<file path="src/rtl/core/fapid_pkg.sv">
// Package for the four-axis PID block: field widths, axis codes, per-axis gains,
// and the rounding and clipping helpers used by the datapath (fapid_calc).
// No dependencies.
`default_nettype none

package fapid_pkg;

   localparam int IN_W     = 24;                // Q11.12 input fields
   localparam int ERR_W    = IN_W + 1;          // measured - setpoint
   localparam int DATA_W   = 32;                // Q19.12 integrator and drive
   localparam int AXIS_W   = 2;
   localparam int NUM_AXES = 1 << AXIS_W;
   localparam int GAIN_W   = 30;                // signed gains, 24 fraction bits
   localparam int GAIN_FRAC = 24;
   localparam int PROD_W   = GAIN_FRAC + DATA_W; // wide enough for any product
   localparam int ACC_W    = DATA_W + 3;        // sum of three terms, no wrap

   localparam logic [AXIS_W-1:0] AXIS_ROLL       = 2'd0;
   localparam logic [AXIS_W-1:0] AXIS_PITCH      = 2'd1;
   localparam logic [AXIS_W-1:0] AXIS_YAW        = 2'd2;
   localparam logic [AXIS_W-1:0] AXIS_COLLECTIVE = 2'd3;

   localparam logic [PROD_W-1:0] ROUND_HALF = PROD_W'(1) << (GAIN_FRAC - 1);
   localparam logic signed [DATA_W-1:0] DATA_MAX = {1'b0, {(DATA_W-1){1'b1}}};
   localparam logic signed [DATA_W-1:0] DATA_MIN = {1'b1, {(DATA_W-1){1'b0}}};

   typedef struct packed {
      logic [AXIS_W-1:0]        func;
      logic signed [IN_W-1:0]   measured;
      logic signed [IN_W-1:0]   measured_rate;
      logic signed [IN_W-1:0]   setpoint;
   } req_type;

   typedef struct packed {
      logic signed [GAIN_W-1:0] kp;
      logic signed [GAIN_W-1:0] ki;   // integral gain times the 0.02 s period
      logic signed [GAIN_W-1:0] kd;
   } gain_type;

   typedef struct packed {
      logic                     hit;
      logic signed [DATA_W-1:0] val;
   } clip_type;

   typedef struct packed {
      logic signed [DATA_W-1:0] integ;   // updated integrator, already clipped
      logic signed [DATA_W-1:0] drive;
      logic                     sat;
   } calc_type;

   // Sign of each term folded into the gain.
   function automatic gain_type axis_gains(input logic [AXIS_W-1:0] axis);
      gain_type g;
      case (axis)
         AXIS_ROLL: begin
            g.kp = -GAIN_W'(167772160);
            g.ki = -GAIN_W'(6710886);
            g.kd =  GAIN_W'(67108864);
         end
         AXIS_PITCH: begin
            g.kp =  GAIN_W'(201326592);
            g.ki =  GAIN_W'(6710886);
            g.kd =  GAIN_W'(67108864);
         end
         AXIS_YAW: begin
            g.kp = -GAIN_W'(335544320);
            g.ki = -GAIN_W'(8388608);
            g.kd = -GAIN_W'(100663296);
         end
         default: begin   // collective
            g.kp = -GAIN_W'(2516582);
            g.ki = -GAIN_W'(26844);
            g.kd =  GAIN_W'(838861);
         end
      endcase
      return g;
   endfunction

   // Drop GAIN_FRAC bits, round to nearest, ties away from zero.
   // Negative: floor((p + half - 1) / 2^GAIN_FRAC); positive: floor((p + half) / ...).
   function automatic logic signed [DATA_W-1:0] round_gain(
         input logic signed [PROD_W-1:0] p);
      logic [PROD_W-1:0] biased;
      biased = p + ROUND_HALF - PROD_W'(p[PROD_W-1]);
      return $signed(biased[PROD_W-1:GAIN_FRAC]);
   endfunction

   function automatic clip_type clip_data(input logic signed [ACC_W-1:0] x);
      clip_type c;
      if ((x[ACC_W-1:DATA_W-1] == '0) || (x[ACC_W-1:DATA_W-1] == '1)) begin
         c.hit = 1'b0;
         c.val = x[DATA_W-1:0];
      end else begin
         c.hit = 1'b1;
         c.val = x[ACC_W-1] ? DATA_MIN : DATA_MAX;
      end
      return c;
   endfunction

endpackage

`default_nettype wire

</file>
<file path="src/rtl/core/fapid_calc.sv">
// Combinational PID update for one item: error, three gain products, integrator
// update and drive, the last two clipped to 32 bits. Depends on fapid_pkg.
`default_nettype none

module fapid_calc (
   input  fapid_pkg::req_type                     item,
   input  logic signed [fapid_pkg::DATA_W-1:0]    integ_cur,
   output fapid_pkg::calc_type                    res
);

   fapid_pkg::gain_type                      g;
   logic signed [fapid_pkg::ERR_W-1:0]       err;
   logic signed [fapid_pkg::PROD_W-1:0]      p_kp;
   logic signed [fapid_pkg::PROD_W-1:0]      p_ki;
   logic signed [fapid_pkg::PROD_W-1:0]      p_kd;
   logic signed [fapid_pkg::DATA_W-1:0]      t_kp;
   logic signed [fapid_pkg::DATA_W-1:0]      t_ki;
   logic signed [fapid_pkg::DATA_W-1:0]      t_kd;
   logic signed [fapid_pkg::ACC_W-1:0]       integ_sum;
   logic signed [fapid_pkg::ACC_W-1:0]       drive_sum;
   fapid_pkg::clip_type                      integ_c;
   fapid_pkg::clip_type                      drive_c;

   always_comb begin
      g    = fapid_pkg::axis_gains(item.func);
      err  = fapid_pkg::ERR_W'(item.measured) - fapid_pkg::ERR_W'(item.setpoint);

      p_kp = fapid_pkg::PROD_W'(err) * fapid_pkg::PROD_W'(g.kp);
      p_ki = fapid_pkg::PROD_W'(err) * fapid_pkg::PROD_W'(g.ki);
      p_kd = fapid_pkg::PROD_W'(item.measured_rate) * fapid_pkg::PROD_W'(g.kd);

      t_kp = fapid_pkg::round_gain(p_kp);
      t_ki = fapid_pkg::round_gain(p_ki);
      t_kd = fapid_pkg::round_gain(p_kd);

      integ_sum = fapid_pkg::ACC_W'(integ_cur) + fapid_pkg::ACC_W'(t_ki);
      integ_c   = fapid_pkg::clip_data(integ_sum);

      drive_sum = fapid_pkg::ACC_W'(t_kp) + fapid_pkg::ACC_W'(integ_c.val)
                + fapid_pkg::ACC_W'(t_kd);
      drive_c   = fapid_pkg::clip_data(drive_sum);

      res.integ = integ_c.val;
      res.drive = drive_c.val;
      res.sat   = integ_c.hit | drive_c.hit;
   end

endmodule

`default_nettype wire

</file>
<file path="src/rtl/core/four_axis_pid_attitude_altitude.sv">
// Top level of the four-axis PID corrector: stream ports, input register,
// per-axis integrators and result register. Depends on fapid_pkg, fapid_calc.
`default_nettype none

// Four PID loops (roll, pitch, yaw, collective altitude) sharing one datapath.
// Each req transfer names an axis in req_tuser and carries measured value, measured
// rate and setpoint (signed Q11.12). With err = measured - setpoint the block adds
// round(err*KI) into that axis's integrator (clipped to 32 bits and stored clipped),
// then returns round(err*KP) + integrator + round(rate*KD), clipped to 32 bits,
// as a signed Q19.12 drive. Gains and their signs are fixed per axis; products are
// rounded to nearest, ties away from zero. rsp_tuser carries the axis and a flag
// that is set when either the integrator or the drive was clipped. Exactly one rsp
// transfer per req transfer, in order. Throughput is one transfer per clock while
// rsp is not stalled; a result passes the input register and then the result
// register before it shows on rsp.
// The rate is set by the integrator read-modify-write, which is done in the one
// compute stage between the input register and the result register, so an item
// for the same axis in the very next cycle sees the updated integrator. Reset
// clears the four integrators to zero and empties both registers.
module four_axis_pid_attitude_altitude (
   input  logic        clock,
   input  logic        reset,
   // req_tdata: [23:0] measured, [47:24] measured_rate, [71:48] setpoint
   input  logic [71:0] req_tdata,
   // req_tuser: [1:0] func (axis)
   input  logic [1:0]  req_tuser,
   input  logic        req_tvalid,
   output logic        req_tready,
   // rsp_tdata: [31:0] drive
   output logic [31:0] rsp_tdata,
   // rsp_tuser: [1:0] axis, [2] saturated
   output logic [2:0]  rsp_tuser,
   output logic        rsp_tvalid,
   input  logic        rsp_tready
);

   localparam int DW = fapid_pkg::DATA_W;
   localparam int IW = fapid_pkg::IN_W;

   // input register
   logic                  s1_valid_ff, s1_valid_in;
   fapid_pkg::req_type    s1_item_ff,  s1_item_in;

   // integrators, one per axis
   logic signed [DW-1:0]  integ_ff [fapid_pkg::NUM_AXES];

   // result register
   logic                  rsp_valid_ff, rsp_valid_in;
   logic signed [DW-1:0]  rsp_drive_ff, rsp_drive_in;
   logic [fapid_pkg::AXIS_W-1:0] rsp_axis_ff, rsp_axis_in;
   logic                  rsp_sat_ff,  rsp_sat_in;

   fapid_pkg::calc_type   calc;
   logic                  advance;
   logic                  req_take;

   // item moves from the input register to the result register
   assign advance    = s1_valid_ff && (!rsp_valid_ff || rsp_tready);
   assign req_tready = !s1_valid_ff || advance;
   assign req_take   = req_tvalid && req_tready;

   fapid_calc u_calc (
      .item      (s1_item_ff),
      .integ_cur (integ_ff[s1_item_ff.func]),
      .res       (calc)
   );

   always_comb begin
      s1_valid_in = s1_valid_ff;
      s1_item_in  = s1_item_ff;
      if (req_take) begin
         s1_valid_in              = 1'b1;
         s1_item_in.func          = req_tuser;
         s1_item_in.measured      = req_tdata[IW-1:0];
         s1_item_in.measured_rate = req_tdata[2*IW-1:IW];
         s1_item_in.setpoint      = req_tdata[3*IW-1:2*IW];
      end else if (advance) begin
         s1_valid_in = 1'b0;
      end

      rsp_valid_in = rsp_valid_ff;
      rsp_drive_in = rsp_drive_ff;
      rsp_axis_in  = rsp_axis_ff;
      rsp_sat_in   = rsp_sat_ff;
      if (advance) begin
         rsp_valid_in = 1'b1;
         rsp_drive_in = calc.drive;
         rsp_axis_in  = s1_item_ff.func;
         rsp_sat_in   = calc.sat;
      end else if (rsp_tready) begin
         rsp_valid_in = 1'b0;
      end
   end

   always_ff @(posedge clock) begin
      if (reset) begin
         s1_valid_ff  <= 1'b0;
         rsp_valid_ff <= 1'b0;
      end else begin
         s1_valid_ff  <= s1_valid_in;
         rsp_valid_ff <= rsp_valid_in;
      end
   end

   // payload registers, no reset
   always_ff @(posedge clock) begin
      s1_item_ff   <= s1_item_in;
      rsp_drive_ff <= rsp_drive_in;
      rsp_axis_ff  <= rsp_axis_in;
      rsp_sat_ff   <= rsp_sat_in;
   end

   // integrator write-back happens at the same edge the result is registered
   always_ff @(posedge clock) begin
      if (reset) begin
         for (int i = 0; i < fapid_pkg::NUM_AXES; i++) begin
            integ_ff[i] <= '0;
         end
      end else if (advance) begin
         integ_ff[s1_item_ff.func] <= calc.integ;
      end
   end

   assign rsp_tvalid = rsp_valid_ff;
   assign rsp_tdata  = rsp_drive_ff;
   assign rsp_tuser  = {rsp_sat_ff, rsp_axis_ff};

endmodule

`default_nettype wire

</file>
<file path="config.mk">
export PLATFORM = sky130hd
export DESIGN_NAME = four_axis_pid_attitude_altitude
export DESIGN_NICKNAME = d
export VERILOG_FILES = /design/src/rtl/core/fapid_pkg.sv /design/src/rtl/core/fapid_calc.sv /design/src/rtl/core/four_axis_pid_attitude_altitude.sv
export SDC_FILE = /design/constraint.sdc
export NUM_CORES = 2
export LEC_CHECK = 0
export ABC_AREA = 1
export BUFFER_PORTS_ARGS = -buffer_cell sky130_fd_sc_hd__buf_2
export CAP_MARGIN = 25
export CORE_AREA = 2 2 502 504
export DETAILED_ROUTE_END_ITERATION = 6
export DIE_AREA = 0 0 504 506
export HOLD_SLACK_MARGIN = 0.02
export RECOVER_POWER = 100
export SYNTH_ARGS = -nofsm -noshare
export SYNTH_HDL_FRONTEND = slang
export SYNTH_SLANG_ARGS = --single-unit
export TNS_END_PERCENT = 30
</file>
<file path="constraint.sdc">
create_clock -name clock -period 15 [get_ports clock]
set_input_delay 0 -clock clock [delete_from_list [all_inputs] [get_ports clock]]
set_output_delay 0 -clock clock [all_outputs]
set_load 0.005 [all_outputs]
</file>
== After elaboration in Yosys (flattened, before gate mapping) ==
Memories as Yosys holds them, arrays and structs flattened. A register that Yosys moved wholly into a read port is not among the register bits.
Cells that the tools add are included.
Word-level totals
  register bits after elaboration: 111
  RAM bits: 128
  input bits: 78
  output and inout bits: 37
  logic and storage cells: 60
  memories kept: 1
Memories
  integ_ff: words 4, width 32, rd ports 1, clocked after Yosys merged registers in 1, write ports 4, line four_axis_pid_attitude_altitude.sv:45  | logic signed [DW-1:0] integ_ff [fapid_pkg::NUM_AXES];
Cells by class
  add/subtract/negate cells: 10
  multiply operators: 3
  equal/unequal tests: 4
  multiplexer cells: 18
  bitwise gates (word level): 1
  reductions and logical operators: 14
Operators with widths (count)
  case mux 90 bit (3 select lines): 1
  adder 56 x 24 -> 56 bit (second input constant): 3
  subtractor 56 x 1 -> 56 bit: 3
  multiplier 25 x 30 -> 55 bit: 2
  two-way mux 32 bit: 3
  adder 32 x 32 -> 33 bit: 2
  two-way mux 33 bit: 2
  multiplier 24 x 30 -> 54 bit: 1
  adder 33 x 32 -> 34 bit: 1
  OR reduction 32 bit: 1
  subtractor 24 x 24 -> 25 bit: 1
  two-way mux 1 bit: 10
  == test 4 bit (second input constant): 2
  zero test 4 bit: 2
  logical OR 1 bit: 4
  two-way mux 2 bit: 2
  nonzero test 2 bit: 2
  == test 2 x 1 -> 1 bit (second input constant): 1
  == test 2 bit (second input constant): 1
  logical AND 1 bit: 2
  zero test 1 bit: 2
  zero test 2 bit: 1
  bitwise OR 1 bit: 1

== Logic depth before layout (Yosys ltp) ==
  word-level depth: 15
  depth in mapped cells: 87
  mapped depth without buffers: 85

== By module ==
A second synthesis with hierarchy kept.
Unflattened totals
  cells, all modules: 8925
  area total of the unflattened synthesis: 74934.4 µm²
By module, submodules not included
  fapid_calc: instances 1, cells each 8293, area each 65602.9 µm², sequential area each 0.0 µm²
  four_axis_pid_attitude_altitude: instances 1, cells each 632, area each 9331.4 µm², sequential area each 7196.9 µm²

== Least setup slack after synthesis ==
No wires, ideal clock.
  path type: flip-flop to flip-flop
  start point: register s1_item_ff[0] in the netlist's numbering
  end point: register rsp_drive_ff[27] (netlist: rsp_tdata[27]) (data pin)
  library setup time: 0.256 ns
  data arrival time: 13.924 ns
  required time: 14.744 ns
  slack: 0.820 ns
  stages on the path, launching flop included: 76
  buffers on the path: 1
  period minus slack after synthesis: 14.180 ns
  cell sequence: edfxtp_1 > ha_1 > fa_1 > nand3b_1 > nand2_1 > a21oi_1 > o21ai_1 > a31oi_1 > xnor2_1 > clkinv_1 > nor2_1 > inv_1 > fa_1 > inv_1 > fa_1 > inv_1 > fa_1 > inv_1 > [... 40 more ...] > fa_1 > inv_1 > ha_1 > fa_1 > nand3_1 > nand2_1 > a21oi_1 > inv_1 > nand2_1 > nand2_1 > a21oi_2 > inv_1 > a21o_1 > a21boi_0 > o21ai_0 > xor2_1 > nand2_1 > nand2_1
RTL lines
  from (decl): line four_axis_pid_attitude_altitude.sv:42  | fapid_pkg::req_type s1_item_ff, s1_item_in;
  from (signal assigned): line four_axis_pid_attitude_altitude.sv:107  | s1_item_ff <= s1_item_in;
  to (signal assigned): line four_axis_pid_attitude_altitude.sv:108  | rsp_drive_ff <= rsp_drive_in;
  to (decl): line four_axis_pid_attitude_altitude.sv:49  | logic signed [DW-1:0] rsp_drive_ff, rsp_drive_in;

==> PnR_summary.wiki <==
{| class="wikitable"
! Metric !! Value
|-
| Highest metal layer with signal wires || met5
|-
| Setup repair after global routing missed its margin || true
|-
| Detailed Routing Iterations Pass 1 || 7
|-
| Post-route non-filler standard cell count || about 14,000
|-
| Area fraction of the dominant cell type after synthesis || 0.380
|-
| Critical path endpoint category || flip-flop
|-
| Met1 wire length || roughly 100,000 um
|-
| Total number of placement rows || 184
|-
| Met3 wire length || 10,000 um
|-
| Clock insertion delay at the later pin of the skew report || between 0.6 and 0.7 ns
|-
| Layout overhead on the synthesized area || 24.4%
|-
| Avg Synthesized Cell Area || ~8.4 um2
|-
| Via count of the first global-routing pass || 67,700
|-
| Dominant cell type by area after synthesis || fa_1
|-
| Slew at the pin with the worst max-slew slack || ~3.9 ns
|-
| Wire length of the first global-routing pass || roughly 390,000 um
|-
| Highest cell delay on the worst timing path || about 0.56 ns
|-
| Classification of the worst-slack hold path || input port to flip-flop
|-
| Number of antenna diodes || 0
|-
| Final Max Slew Viols || roughly 120
|-
| Final worst path period share || 0.969
|-
| Number of sinks on the clock net || between 200 and 250
|-
| Synthesized area || about 75,000 um2
|-
| Hold violation count in the final report || 0
|-
| Tightest slew margin relative to the limit || -1.63
|-
| Outcome || finished with violations
|-
| Failing checks || capacitance limit, slew limit
|-
| Placeable core area || 250,000 um2
|-
| Instance area at placement || 88,500 um2
|-
| Routed Wire Length || roughly 250,000 um
|-
| Hold Startpoint || req_tdata[54]
|-
| Number of buffers added by the clock tree synthesis step || 25
|-
| Overall via count from detail_route || about 63,000
|-
| Min Clock Period, post-route || around 15 ns
|-
| Critical path required time || between 15 and 20 ns
|-
| Final Wtd Congestion || roughly 0.97
|-
| Number of distinct library cell variants in the gate-level netlist after synthesis || between 60 and 70
|-
| Path type of the worst setup path || flip-flop to flip-flop
|-
| DRC violation count after routing || 0
|-
| Worst setup skew after layout || ~0.027 ns
|-
| Highest-delay cell along the critical path || fa_2
|-
| Drt wl/cell || around 19 um
|-
| Net total in the final layout || around 13,000
|-
| Flip-flop and latch count after synthesis || 241
|-
| Longest Clk Path Bufs || 3
|-
| Placed cell count || approximately 13,000
|-
| Final count of negative-setup-slack endpoints || 0
|-
| Cell chosen for the clock root || clkbuf_16
|-
| Die Y-Extent || about 500 um
|-
| Cells after synthesis || 8,896
|-
| Via density per instance || 4.59
|-
| Fraction of final layout cells with drive strength greater than 1 || 0.183
|-
| Maximum number of pins on one net before global-route repair || 66
|-
| Post-route antenna net violation count || 0
|-
| Post-placement setup slack || -0.691 ns
|-
| F_max || ~69 MHz
|-
| Antenna violations before repair || 3
|-
| Number of inserted filler cells in the final layout || 25,900
|-
| Startpoint of the most critical setup path || s1_item_ff[0]
|-
| IO Port Bufs || between 100 and 150
|-
| Ports || between 100 and 150
|-
| TritonCTS clock tree || done
|-
| Warnings from Yosys || 0
|-
| Hpwl dp || ~230,000 um
|-
| Met2 WL || 128,000 um
|-
| MaxCap Viol Count || 5
|-
| Share of the yosys chip area belonging to registers || 0.0965
|-
| H-tree depth || 1
|-
| 1st-iter DRT viols || around 3,800
|-
| Reg-to-reg critical path startpoint || s1_item_ff[0]
|-
| Die area || approximately 260,000 um2
|-
| Overall routing resource usage || 0.200
|-
| Initial Utilization || 0.298
|-
| Clock edge transition at the registers on the reported setup and hold paths || approximately 0.070 ns
|-
| Area of all placed cells without fillers || roughly 93,000 um2
|-
| Max Fanout on Critical Path || 6
|-
| Arrival time worst endpoint || 14.91 ns
|-
| Die width || a little over 500 um
|-
| Synth area leaders || fa_1 38%, ha_1 14%, inv_1 12%
|-
| Gr ovfl total || 0
|-
| Post-route worst setup slack || about 0.47 ns
|-
| Category of the worst setup path launch point || flip-flop
|}
## repair_timing
action | in CTS | in global routing
hold endpoints to repair | 102 | 0
pin swaps | 8 | 147
gates cloned | 0 | 4
setup endpoints to repair | 33 | 33
buffers inserted | 5 | 42
hold buffers | 79 | 0
gates resized for setup | 50 | 482
## layer usage
layer,vias to the layer above,GRT usage
met5,-,0
met3,423,0.0159
met1,30900,0.242
li1,30000,-
met4,2,0.0831
met2,1416,0.364
## layout make-up
class | count | area, um2 | share of cell area
well taps | 3348 | 4190 | 0.0451
clock buffers | 31 | 648 | 0.00698
clock inverters | 15 | 135 | 0.00146
flip-flops and latches | 241 | 7200 | 0.0776
multi-input cells | 6226 | 60500 | 0.652
inverters | 2351 | 8830 | 0.0952
repair buffers | 1446 | 11300 | 0.122
## metrics by stage
| stage | utilization | TNS [ns] | hold slack, ns |
|---|---|---|---|
| after floorplan | - | 0 | 0.0691 |
| after global placement | 0.354 | -22.62 | 0.177 |
| after detailed placement | 0.354 | -19.37 | 0.178 |
| after CTS | 0.361 | 0 | 0.0426 |
| after global routing | 0.371 | -2.98 | 0.0766 |
| final | 0.371 | 0 | 0.0819 |
## cells in the final DEF, fill, tap and decap left out, drive strengths merged, types with 15 or more instances in the layout
| cell type | instances |
|---|---|
| o21a | 38 |
| nand4 | 45 |
| a31oi | 57 |
| xnor2 | 89 |
| clkbuf | 83 |
| or2 | 26 |
| o22ai | 33 |
| edfxtp | 237 |
| o21ai | 345 |
| a21o | 38 |
| nor3 | 75 |
| clkinv | 17 |
| o21bai | 36 |
| fa | 1415 |
| ha | 807 |
| a21oi | 570 |
| nor4 | 19 |
| nor2 | 861 |
| xor2 | 191 |
| buf | 1315 |
| inv | 2346 |
| dlygate4sd3 | 79 |
| nand3 | 170 |
| nand2 | 1315 |
| a21boi | 15 |
## critical path: cells and delay by family (launching register included)
family | cells | cell delay, ns
buffers and inverters | 17 | 1.94
and+or+nand+nor | 25 | 2.92
xor gates and xnor gates | 3 | 0.49
AOI/OAI and AO/OA | 17 | 2.74
adders and majority gates | 14 | 5.77
DFF | 1 | 0.41
## path summary, 6_finish.rpt
kind / cells after the start / end / slack (ns)
setup / recovery: 76 / rsp_tdata[13] / 0.47
hold / removal: 2 / s1_item_ff[6] / 0.08
setup reg to reg: 76 / rsp_tdata[13] / 0.47
hold reg to reg: 2 / s1_valid_ff / 0.55
## cells by family after synthesis
group	count (synthesis)	synth area share
adder cells (fa/ha/maj)	2222	0.515
flip-flops	241	0.0965
AO/OA/AOI/OAI	1189	0.0915
XOR/XNOR	280	0.0337
AND/OR/NAND/NOR	2530	0.139
buffers and inverters	2432	0.124
other	2	0.000101
## flip-flops by register name, summed over array words and instances, names as in the netlist, named ones only
signal and flops:
integ_ff 128, rsp_axis_ff 2, rsp_sat_ff 1, rsp_tdata 32, rsp_tvalid 1, s1_item_ff 74, s1_valid_ff 1
## Yosys cell counts, drive strengths merged
| master | count |
|---|---|
| nand4 | 45 |
| a21o | 38 |
| o2111ai | 5 |
| o21bai | 36 |
| conb | 2 |
| a21oi | 570 |
| o22ai | 33 |
| and3 | 2 |
| dfxtp | 4 |
| a221oi | 5 |
| a31o | 4 |
| nor3 | 75 |
| nand3 | 170 |
| nand2 | 1315 |
| nor4 | 19 |
| and2 | 5 |
| o211a | 1 |
| or4 | 1 |
| a21boi | 15 |
| nor2 | 861 |
| o211ai | 13 |
| or2 | 26 |
| clkinv | 11 |
| a2111oi | 2 |
| o21ai | 345 |
| o21a | 38 |
| nand3b | 11 |
| fa | 1415 |
| edfxtp | 237 |
| o31ai | 8 |
| xnor2 | 89 |
| o221ai | 10 |
| clkbuf | 60 |
| a31oi | 57 |
| a311oi | 1 |
| a211oi | 5 |
| o221a | 3 |
| buf | 21 |
| ha | 807 |
| xor2 | 191 |
| inv | 2340 |
Power is left out: the tool's default activity adds up to more than one toggle a clock period on the data nets, which glitch-free logic cannot reach.
